<file path="config.mk">
export PLATFORM = sky130hd
export DESIGN_NAME = ffa_cell
export DESIGN_NICKNAME = d
export VERILOG_FILES = /design/src/sv/ffa_pkg.sv /design/src/sv/ffa_cell.sv
export SDC_FILE = /design/constraint.sdc
export NUM_CORES = 1
export LEC_CHECK = 0
export BUFFER_PORTS_ARGS = -buffer_cell sky130_fd_sc_hd__buf_2
export CAP_MARGIN = 20
export CORE_ASPECT_RATIO = 1.4
export CORE_UTILIZATION = 50
export CTS_CLUSTER_DIAMETER = 200
export CTS_CLUSTER_SIZE = 12
export DETAILED_ROUTE_END_ITERATION = 10
export PLACE_DENSITY_LB_ADDON = 0.2
export SLEW_MARGIN = 20
export SYNTH_ARGS = -nofsm -noshare
export SYNTH_HDL_FRONTEND = slang
export SYNTH_SLANG_ARGS = --single-unit
</file>
<file path="constraint.sdc">
create_clock -name clock -period 6.2 [get_ports clock]
set_input_delay 0.62 -clock clock [delete_from_list [all_inputs] [get_ports clock]]
set_output_delay 0.62 -clock clock [all_outputs]
set_load 0.02 [all_outputs]
</file>
<file path="src/sv/ffa_pkg.sv">
// shared types, status and command codes for the first-fit allocator
// no dependencies; used by ffa_cell and first_fit_free_list_allocator_core
package ffa_pkg;

   // widths of the table fields carried between cells
   localparam int IDX_BITS = 10;
   localparam int RANK_BITS = 10;

   // action codes
   localparam logic ACT_ALLOC = 1'b0;
   localparam logic ACT_FREE = 1'b1;

   // status codes
   localparam logic [2:0] ST_REUSED = 3'd0;
   localparam logic [2:0] ST_GROWN = 3'd1;
   localparam logic [2:0] ST_ZERO = 3'd2;
   localparam logic [2:0] ST_TOO_LARGE = 3'd3;
   localparam logic [2:0] ST_TABLE_FULL = 3'd4;
   localparam logic [2:0] ST_FREED = 3'd5;
   localparam logic [2:0] ST_NULL = 3'd6;
   localparam logic [2:0] ST_BAD_FREE = 3'd7;

   // register indexes
   localparam logic [3:0] REG_HEAP_BASE = 4'd0;
   localparam logic [3:0] REG_HEAP_LIMIT = 4'd1;

   typedef struct packed {
      logic        action;
      logic [31:0] request_bytes;
      logic [31:0] payload_address;
   } req_word_type;

   typedef struct packed {
      logic [31:0] granted_address;
      logic [2:0]  status;
   } rsp_word_type;

   // search token handed from cell to cell
   typedef struct packed {
      logic                 valid;
      logic                 found;
      logic                 is_free;
      logic [IDX_BITS-1:0]  idx;
      logic [RANK_BITS-1:0] rank;
      logic [31:0]          pay;
   } token_type;

   typedef enum logic [1:0] {
      CMD_NONE    = 2'd0,
      CMD_REUSE   = 2'd1,
      CMD_RELEASE = 2'd2,
      CMD_GROW    = 2'd3
   } cmd_kind_type;

   // table update broadcast to all cells
   typedef struct packed {
      cmd_kind_type         kind;
      logic [IDX_BITS-1:0]  idx;
      logic [RANK_BITS-1:0] rank;
      logic [31:0]          offset;
      logic [31:0]          size;
   } cmd_type;

   // payload address of a block, wrapped to the address width
   function automatic logic [31:0] payload_of(input logic [31:0] base,
                                              input logic [31:0] off,
                                              input logic [8:0]  hdr,
                                              input logic [6:0]  abits);
      logic [31:0] s;
      logic [31:0] m;
      s = base + off + {23'd0, hdr};
      if (abits < 7'd32) begin
         m = 32'hFFFF_FFFF >> (6'd32 - abits[5:0]);
      end else begin
         m = 32'hFFFF_FFFF;
      end
      return s & m;
   endfunction

endpackage

</file>
<file path="src/sv/ffa_cell.sv">
// one block table entry with its free-order rank and a search stage
// depends on ffa_pkg
module ffa_cell #(
   parameter int INDEX = 0,
   parameter int MAX_BLOCKS = 64,
   parameter int HEADER_BYTES = 32,
   parameter int ADDR_BITS = 32
) (
   input  logic                clock,
   input  logic                reset,
   input  ffa_pkg::token_type  tok_in,
   output ffa_pkg::token_type  tok_out,
   input  logic                op,
   input  logic [31:0]         req_bytes,
   input  logic [31:0]         addr,
   input  logic [31:0]         base,
   input  ffa_pkg::cmd_type    cmd
);
   localparam int RW = (MAX_BLOCKS > 1) ? $clog2(MAX_BLOCKS) : 1;

   logic [31:0]        offset_ff, offset_in;
   logic [31:0]        size_ff, size_in;
   logic               free_ff, free_in;
   logic               used_ff, used_in;
   logic [RW-1:0]      rank_ff, rank_in;
   ffa_pkg::token_type tok_ff, tok_in_nx;
   logic [31:0]        pay;
   logic               is_me;

   assign pay = ffa_pkg::payload_of(base, offset_ff, 9'(HEADER_BYTES), 7'(ADDR_BITS));
   assign is_me = (cmd.idx == ffa_pkg::IDX_BITS'(INDEX));
   assign tok_out = tok_ff;

   // search stage
   always_comb begin
      tok_in_nx = tok_in;
      if (tok_in.valid) begin
         if (op == ffa_pkg::ACT_ALLOC) begin
            if (free_ff && size_ff >= req_bytes &&
                (!tok_in.found || ffa_pkg::RANK_BITS'(rank_ff) < tok_in.rank)) begin
               tok_in_nx.found = 1'b1;
               tok_in_nx.idx = ffa_pkg::IDX_BITS'(INDEX);
               tok_in_nx.rank = ffa_pkg::RANK_BITS'(rank_ff);
               tok_in_nx.is_free = free_ff;
               tok_in_nx.pay = pay;
            end
         end else if (used_ff && pay == addr && !tok_in.found) begin
            tok_in_nx.found = 1'b1;
            tok_in_nx.idx = ffa_pkg::IDX_BITS'(INDEX);
            tok_in_nx.rank = ffa_pkg::RANK_BITS'(rank_ff);
            tok_in_nx.is_free = free_ff;
            tok_in_nx.pay = pay;
         end
      end
   end

   // table updates
   always_comb begin
      offset_in = offset_ff;
      size_in = size_ff;
      free_in = free_ff;
      used_in = used_ff;
      rank_in = rank_ff;
      case (cmd.kind)
         ffa_pkg::CMD_REUSE: begin
            if (is_me) begin
               free_in = 1'b0;
            end else if (free_ff && ffa_pkg::RANK_BITS'(rank_ff) > cmd.rank) begin
               rank_in = rank_ff - RW'(1);
            end
         end
         ffa_pkg::CMD_RELEASE: begin
            if (is_me) begin
               free_in = 1'b1;
               rank_in = '0;
            end else if (free_ff) begin
               rank_in = rank_ff + RW'(1);
            end
         end
         ffa_pkg::CMD_GROW: begin
            if (is_me) begin
               offset_in = cmd.offset;
               size_in = cmd.size;
               free_in = 1'b0;
               used_in = 1'b1;
            end
         end
         default: begin
         end
      endcase
   end

   // control state
   always_ff @(posedge clock) begin
      if (reset) begin
         free_ff <= 1'b0;
         used_ff <= 1'b0;
         tok_ff <= '0;
      end else begin
         free_ff <= free_in;
         used_ff <= used_in;
         tok_ff <= tok_in_nx;
      end
   end

   // entry payload
   always_ff @(posedge clock) begin
      offset_ff <= offset_in;
      size_ff <= size_in;
      rank_ff <= rank_in;
   end

endmodule
</file>
==> implementation parameters, run 1 <==
Parameter                              Value

Clocking
  Root Buffer ... sky130_fd_sc_hd__clkbuf_16
  Number of H-tree branching levels ... 4
  CTS buffer count ... 17
  Resize count post-CTS ... 0
  Hold buffers post-CTS ... 0
  CTS tree ... built
  Clock input transition at the sequential cells of the worst setup and hold paths ... 0.06 ns
  Number of buffers inserted by post-CTS setup repair ... 0
  Clk buf depth ... 2
  Clock sink total ... 127
  Skew-Pair Late Insertion Delay ... 0.42 ns

Layout
  Ratio of cells with drive above 1 in the final layout ... 0.308
  Count of fill cells added during filler insertion ... 1529
  Most used cells in the layout excluding fill and tap cells ... 294 x sky130_fd_sc_hd__buf_2, 106 x sky130_fd_sc_hd__ha_1, 70 x sky130_fd_sc_hd__edfxtp_1
  Most common library cell in the layout ignoring fill and taps ... sky130_fd_sc_hd__buf_2
  Number of nets in the layout ... 1525
  Layout Cell Area excl Fill ... 11100 µm²
  Layout-stage area growth over the synthesis result ... 25.1%

Timing
  Actual slew at the worst max-slew pin ... 1.01 ns
  Timing-limited maximum frequency ... 0.202 GHz
  Shortest clock period the worst path allows after layout ... 4.95 ns
  Worst slew margin ... 0.323
  Setup violators final ... 0
  Hold violation total from the final report ... 0
  Clk_skew ... 0.00886 ns
  Unrepaired setup endpoints after global routing ... no
  Max-slew violation count ... 0
  Setup_tns ... 0 ns
  Period Utilization, post-route ... 0.798

Placed design
  Cell area after placement ... 10500 µm²
  Final GP Congestion ... 0.965
  Count of buffers inserted at the top-level ports ... 294
  Half-perimeter wire length after detailed placement ... 20500 µm

Global route
  Met1 track demand over resource ... 0.282
  Via count of the first global-routing pass ... 7828
  M3 GR Usage ... 0.0630
  Overall global routing resource usage ... 0.280
  Total gr overflow ... 0
  Global-route wire length before repair ... 38700 µm
  Most crowded layer after global routing ... met2
  Global routing usage on met2 ... 0.525
  Largest net degree at the start of global routing ... 96
  Antenna violations before repair ... 7

Setup path
  Kind of start point of the critical path ... register
  Cell family contributing the most delay on the critical path ... compound AO/OA/AOI/OAI gates
  R2R cell count ... 15
  Critical path depth ... 15
  Data required time at the worst endpoint ... 6.51 ns
  Start-to-end type of the worst setup path ... reg -> reg
  Top cell by count, worst path ... sky130_fd_sc_hd__ha_1
  Setup crit end kind ... register
  Critical path's slowest cell ... sky130_fd_sc_hd__a2111oi_2
  Cells along the critical path ... ha_1 > ha_1 > inv_1 > fa_1 > nor2b_1 > o22ai_1 > o31a_1 > a2111oi_2 > a211oi_1 > xor2_1 > nor4_1 > nand4_2 > o32ai_4 > buf_4 > mux2_2
  Worst Path Max Fanout ... 34
  Bufs and invs on worst path ... 2
  Worst path max stage delay ... 0.51 ns
  Data arrival at the endpoint of the critical path ... 5.26 ns

Min path
  Hold path depth ... 1
  Hold/Removal Path Class ... in -> reg

Routing
  Residual DRC ... 0
  Average routed wire per standard cell ... 17.8 µm
  DRC marker count from the first detailed-route iteration ... 355
  Total number of vias ... 7841
  Number of nets still failing antenna checks after routing ... 0
  Drt pass-1 iters ... 4
  Vias per cell ... 5.47
  Total detailed-routing wirelength ... 25500 µm

Logic synthesis
  Synth Register Bits ... 127
  Register area share after synthesis ... 0.365
  Number of enable flip-flop cells after synthesis ... 70
  Cell area after synthesis ... 8870 µm²
  Gate count after technology mapping ... 890
  Distinct cell type count of the synthesized netlist ... 75
  Most used DFF post-synth ... sky130_fd_sc_hd__edfxtp_1
  Proportion of register bits with asynchronous set or reset after synthesis ... 0
  Number of nets in the synthesized netlist ... 1237
  Mapped Avg Cell Area ... 9.97 µm²
  Yosys synthesis warning count ... 0

Floorplan
  Width of the chip ... 115 µm
  I/O Pins ... 295
  Effective utilization at floorplan ... 0.512
  Core Footprint ... 17300 µm²
  Overall die area ... 18300 µm²
  Number of placement rows ... 57
  Die H ... 160 µm

Power and ir drop
  Max VDD drop ... 160 µV
  Leak ... 5.21 nW
  Cell Pwr Density ... 211 nW/µm²

Outcome
  Run status ... finished, final reports clean

Flow run
  Count of max-cap constraint violations ... 0
-- cells by family (layout without fill, tap and decap cells) --
kind of cell,count (synthesis),after routing,share of synthesized area
mux,40,40,0.0527
buf+inv,98,399,0.0489
xor+xnor,56,56,0.0666
compound gates,186,186,0.143
other cells,0,7,0
flops,127,127,0.365
fa+ha+maj,107,107,0.152
simple gates,276,276,0.172
-- path summary, 6_finish.rpt --
check               start            end  slack [ns]
max          offset_ff[1]     tok_out[3]        1.25
min               cmd[54]  offset_ff[22]        0.37
max reg2reg  offset_ff[1]     tok_out[3]        1.25
min reg2reg       used_ff        used_ff        0.50
-- routing by layer --
metal  share of wire  up-vias
li1                -     3847
met1            0.36     3634
met2            0.52      295
met3           0.067       65
met4           0.044        0
met5               0        -
-- state kept, by name, summed over array words and instances, names as in the netlist --
name / flops
free_ff: 1
offset_ff: 32
rank_ff: 6
size_ff: 32
tok_out: 55
used_ff: 1
-- power by group --
part	internal (mW)	switching, mW	leakage, nW	total (mW)
Clock	0.588	0.391	0.274	0.979
Combinational	0.208	0.248	3.83	0.457
Sequential	0.906	0.00456	1.11	0.910
-- Yosys cell counts (all sizes together), types with 8 or more instances --
master    n  area [µm²]
xor2     18         158
nor2b    29         181
nor2     62         233
edfxtp   70        2100
clkbuf   12        46.3
xnor2    31         272
a21oi    52         260
mux2i    19         190
nand3    12        60.1
dfxtp    57        1140
nor3b    15         113
nand2    42         158
buf      18         133
inv      68         255
a31oi     8        50.1
ha      106        1330
nand2b   41         257
mux2     21         278
a21o     27         203
nor4      8        56.3
o21ai    32         160
nand4    20         138
-- stage by stage --
step                 util  setup WS [ns]  hold slack [ns]  instances  power, mW
floorplan               -           1.11            0.440        890       1.21
global placement    0.606           1.01            0.467       1394       1.37
detailed placement  0.606          0.948            0.479       1394       1.38
CTS                 0.639           1.26            0.354       1426       2.36
global route        0.641          0.999            0.352       1434       2.44
finish              0.641           1.25            0.366       1434       2.35
-- final cells by class --
class                   count  area [µm²]  share of cell area
clock buffers              17         425              0.0383
flip-flops and latches    127        3240               0.292
inverters                  68         255              0.0230
well taps                 236         295              0.0266
multi-input cells         665        5220               0.470
diodes                      7        17.5             0.00158
repair buffers            299        1510               0.136
clock inverters            15         145              0.0131
(Power assumes the default switching activity.)
==> inputs of run 2 (changes only) <==
--- a/config.mk
+++ b/config.mk
@@ -5,10 +5,11 @@
 export SDC_FILE = /design/constraint.sdc
 export NUM_CORES = 1
 export LEC_CHECK = 0
+export ABC_AREA = 1
 export BUFFER_PORTS_ARGS = -buffer_cell sky130_fd_sc_hd__buf_2
 export CAP_MARGIN = 20
 export CORE_ASPECT_RATIO = 1.4
-export CORE_UTILIZATION = 50
+export CORE_UTILIZATION = 49
 export CTS_CLUSTER_DIAMETER = 200
 export CTS_CLUSTER_SIZE = 12
 export DETAILED_ROUTE_END_ITERATION = 10
==> constraint.sdc (replaced) <==
create_clock -name clock -period 4.4 [get_ports clock]
set_input_delay 0.44 -clock clock [delete_from_list [all_inputs] [get_ports clock]]
set_output_delay 0.44 -clock clock [all_outputs]
set_load 0.02 [all_outputs]
==> run 2 against run 1 <==
Clock power increased by 36%; synthesized cell count is 88% higher; first-iteration DRC count increased by 97%; register-to-register slack worse by 0.64 ns; critical path depth increased by 8; critical path type unchanged.
==> implementation parameters, run 2 <==
Parameter                              Value

Clocking
  Hold buffers post-CTS ... 0
  Clock sink total ... 127
  Clk buf depth ... 2
  CTS tree ... built
  Clock input transition at the sequential cells of the worst setup and hold paths ... 0.07 ns
  Root Buffer ... sky130_fd_sc_hd__clkbuf_16
  CTS buffer count ... 17
  Skew-Pair Late Insertion Delay ... 0.44 ns
  Number of buffers inserted by post-CTS setup repair ... 0
  Resize count post-CTS ... 0
  Number of H-tree branching levels ... 4

Power and ir drop
  Share of total power in sequential cells ... 0.378
  Internal Dissipation ... 2.31 mW
  Relative contribution of combinational cells to total power ... 0.235
  Cell Pwr Density ... 259 nW/µm²
  Power dissipated by switching net loads ... 1.12 mW
  Leak ... 7.60 nW
  Max VDD drop ... 275 µV
  Switching part of the total ... 0.327
  Total power after layout ... 3.43 mW
  Clk network pwr share ... 0.387

Timing
  Clk_skew ... 0.00753 ns
  Setup violators final ... 0
  Unrepaired setup endpoints after global routing ... no
  Period Utilization, post-route ... 0.862
  Actual slew at the worst max-slew pin ... 0.892 ns
  Hold violation total from the final report ... 0
  Shortest clock period the worst path allows after layout ... 3.79 ns
  Worst hold-check slack ... 0.173 ns
  Setup_tns ... 0 ns
  Timing-limited maximum frequency ... 0.264 GHz
  Worst slew margin ... 0.405
  Max-slew violation count ... 0

Logic synthesis
  Post-synthesis xor/xnor area fraction ... 0.00802
  Cell area after synthesis ... 10900 µm²
  Proportion of register bits with asynchronous set or reset after synthesis ... 0
  Synth Area in Compound Gates ... 0.0961
  Main area contributors after synthesis ... sky130_fd_sc_hd__edfxtp_1 19%, sky130_fd_sc_hd__nand2_1 17%, sky130_fd_sc_hd__ha_1 12%
  Yosys top cell area share ... 0.192
  Yosys synthesis warning count ... 0
  Gate count after technology mapping ... 1677
  Multiplexer area fraction after synthesis ... 0
  Synth Register Bits ... 127
  Combinational family with the most area after synthesis ... simple AND/OR/NAND/NOR gates
  Area share of fa/ha/maj cells after synthesis ... 0.123
  Top cell types by occurrence after synthesis ... 493 x sky130_fd_sc_hd__nand2_1, 329 x sky130_fd_sc_hd__inv_1, 191 x sky130_fd_sc_hd__nand3_1
  Cell type contributing the most total cell area after synthesis ... sky130_fd_sc_hd__edfxtp_1
  Distinct cell type count of the synthesized netlist ... 43
  Register area share after synthesis ... 0.297
  Number of enable flip-flop cells after synthesis ... 70
  Number of nets in the synthesized netlist ... 2024
  Most used DFF post-synth ... sky130_fd_sc_hd__edfxtp_1
  Simple-gate share of the synthesized area ... 0.341
  Most frequent cell after synthesis ... sky130_fd_sc_hd__nand2_1
  Mapped Avg Cell Area ... 6.51 µm²

Layout
  Final Non-Filler Cells ... 2273
  Area of all sequential standard cells ... 3240 µm²
  Flip-flop count of the largest register, all copies and words added ... 55
  Number of nets in the layout ... 2307
  Most common library cell in the layout ignoring fill and taps ... sky130_fd_sc_hd__nand2_1
  Area occupied by multi-input gates ... 6230 µm²
  Layout-stage area growth over the synthesis result ... 21.0%
  Layout Cell Area excl Fill ... 13200 µm²
  Ratio of cells with drive above 1 in the final layout ... 0.202
  Count of fill cells added during filler insertion ... 2149
  Most used cells in the layout excluding fill and tap cells ... 492 x sky130_fd_sc_hd__nand2_1, 329 x sky130_fd_sc_hd__inv_1, 294 x sky130_fd_sc_hd__buf_2

Setup path
  Data arrival at the endpoint of the critical path ... 4.12 ns
  Kind of start point of the critical path ... register
  Setup crit end kind ... register
  Data required time at the worst endpoint ... 4.72 ns
  Worst setup path start ... offset_ff[1]
  Worst Path Max Fanout ... 22
  Startpoint of the worst register-to-register path ... offset_ff[1]
  Start-to-end type of the worst setup path ... reg -> reg

Routing
  DRC marker count from the first detailed-route iteration ... 698
  Vias per cell ... 5.12
  Residual DRC ... 0
  Number of nets still failing antenna checks after routing ... 0
  Total detailed-routing wirelength ... 33800 µm
  Drt pass-1 iters ... 10
  Total number of vias ... 11600
  Average routed wire per standard cell ... 14.9 µm

Global route
  Overall global routing resource usage ... 0.299
  Via count of the first global-routing pass ... 10900
  Global-route wire length before repair ... 52600 µm
  Antenna violations before repair ... 3
  Total gr overflow ... 0
  Largest net degree at the start of global routing ... 61

Flow run
  Count of max-cap constraint violations ... 0

Min path
  Hold/Removal Path Class ... in -> reg
  Hold wc startpoint ... cmd[54]

Floorplan
  Die H ... 179 µm
  Width of the chip ... 128 µm
  Core Footprint ... 21900 µm²
  Number of placement rows ... 64
  Effective utilization at floorplan ... 0.500
  I/O Pins ... 295
  Overall die area ... 22900 µm²

Placed design
  Inst Count DP ... 2238
  Half-perimeter wire length after detailed placement ... 27200 µm
  Count of buffers inserted at the top-level ports ... 294
  Final GP Congestion ... 0.910
  Cell area after placement ... 12700 µm²

Outcome
  Run status ... finished, final reports clean
==> run 2: power by group through the flow <==
stage / Sequential (mW) / Combinational (mW) / Clock, mW
3_3_place_gp: 1.32 / 0.785 / 0
4_1_cts: 1.30 / 0.802 / 1.35
6_report: 1.30 / 0.806 / 1.33
3_5_place_dp: 1.32 / 0.797 / 0
2_1_floorplan: 1.36 / 0.465 / 0
5_1_grt: 1.30 / 0.911 / 1.39
==> run 2: worst max-delay path, cell delays in order (launching register included) <==
cell and delay (ns):
sky130_fd_sc_hd__edfxtp_1 0.37, sky130_fd_sc_hd__ha_1 0.28, sky130_fd_sc_hd__ha_1 0.25, sky130_fd_sc_hd__inv_1 0.08
sky130_fd_sc_hd__fa_1 0.38, sky130_fd_sc_hd__inv_1 0.12, sky130_fd_sc_hd__nand3_1 0.13, sky130_fd_sc_hd__nand2_1 0.15
sky130_fd_sc_hd__nand2_1 0.07, sky130_fd_sc_hd__nand2_1 0.10, sky130_fd_sc_hd__nor2_1 0.05, sky130_fd_sc_hd__nor2_1 0.09
sky130_fd_sc_hd__nand2_1 0.09, sky130_fd_sc_hd__nor2_1 0.11, sky130_fd_sc_hd__nand2_1 0.07, sky130_fd_sc_hd__nor2_1 0.09
sky130_fd_sc_hd__nand2_1 0.06, sky130_fd_sc_hd__nor2_1 0.17, sky130_fd_sc_hd__nand4_2 0.15, sky130_fd_sc_hd__nor2_4 0.17
sky130_fd_sc_hd__buf_4 0.29, sky130_fd_sc_hd__nand3_1 0.19, sky130_fd_sc_hd__nand3_1 0.14, sky130_fd_sc_hd__a21oi_1 0.07
==> run 2: stage by stage <==
step	utilization	worst slack [ns]
CTS	0.604	0.624
finish	0.605	0.608
global route	0.605	0.183
global placement	0.580	0.494
detailed placement	0.580	0.510
floorplan	-	0.135
==> run 2: area by class of cell <==
type | count | area share
Antenna cell | 3 | 0.000568
Tap cell | 297 | 0.0281
Multi-Input combinational cell | 1170 | 0.471
Sequential cell | 127 | 0.245
Clock inverter | 14 | 0.00814
Inverter | 338 | 0.0960
Clock buffer | 18 | 0.0325
Timing Repair Buffer | 306 | 0.118
==> run 2: metal layers <==
layer / global-route usage / part of all wire / vias to the layer above
li1: - / - / 5910
met1: 0.313 / 0.37 / 5159
met2: 0.541 / 0.51 / 455
met3: 0.0588 / 0.063 / 112
met4: 0.192 / 0.056 / 0
met5: 0 / 0 / -
==> run 2: final timing paths <==
check | endpoint | slack [ns] | cells past startpoint
hold / removal | offset_ff[22] | 0.17 | 1
setup reg to reg | tok_out[26] | 0.61 | 23
setup / recovery | tok_out[26] | 0.61 | 23
hold reg to reg | used_ff | 0.47 | 1
==> run 2: cells by family after synthesis <==
logic type | after synthesis
compound gates | 199
xor+xnor | 10
fa+ha+maj | 107
buf+inv | 380
flops | 127
simple gates | 854
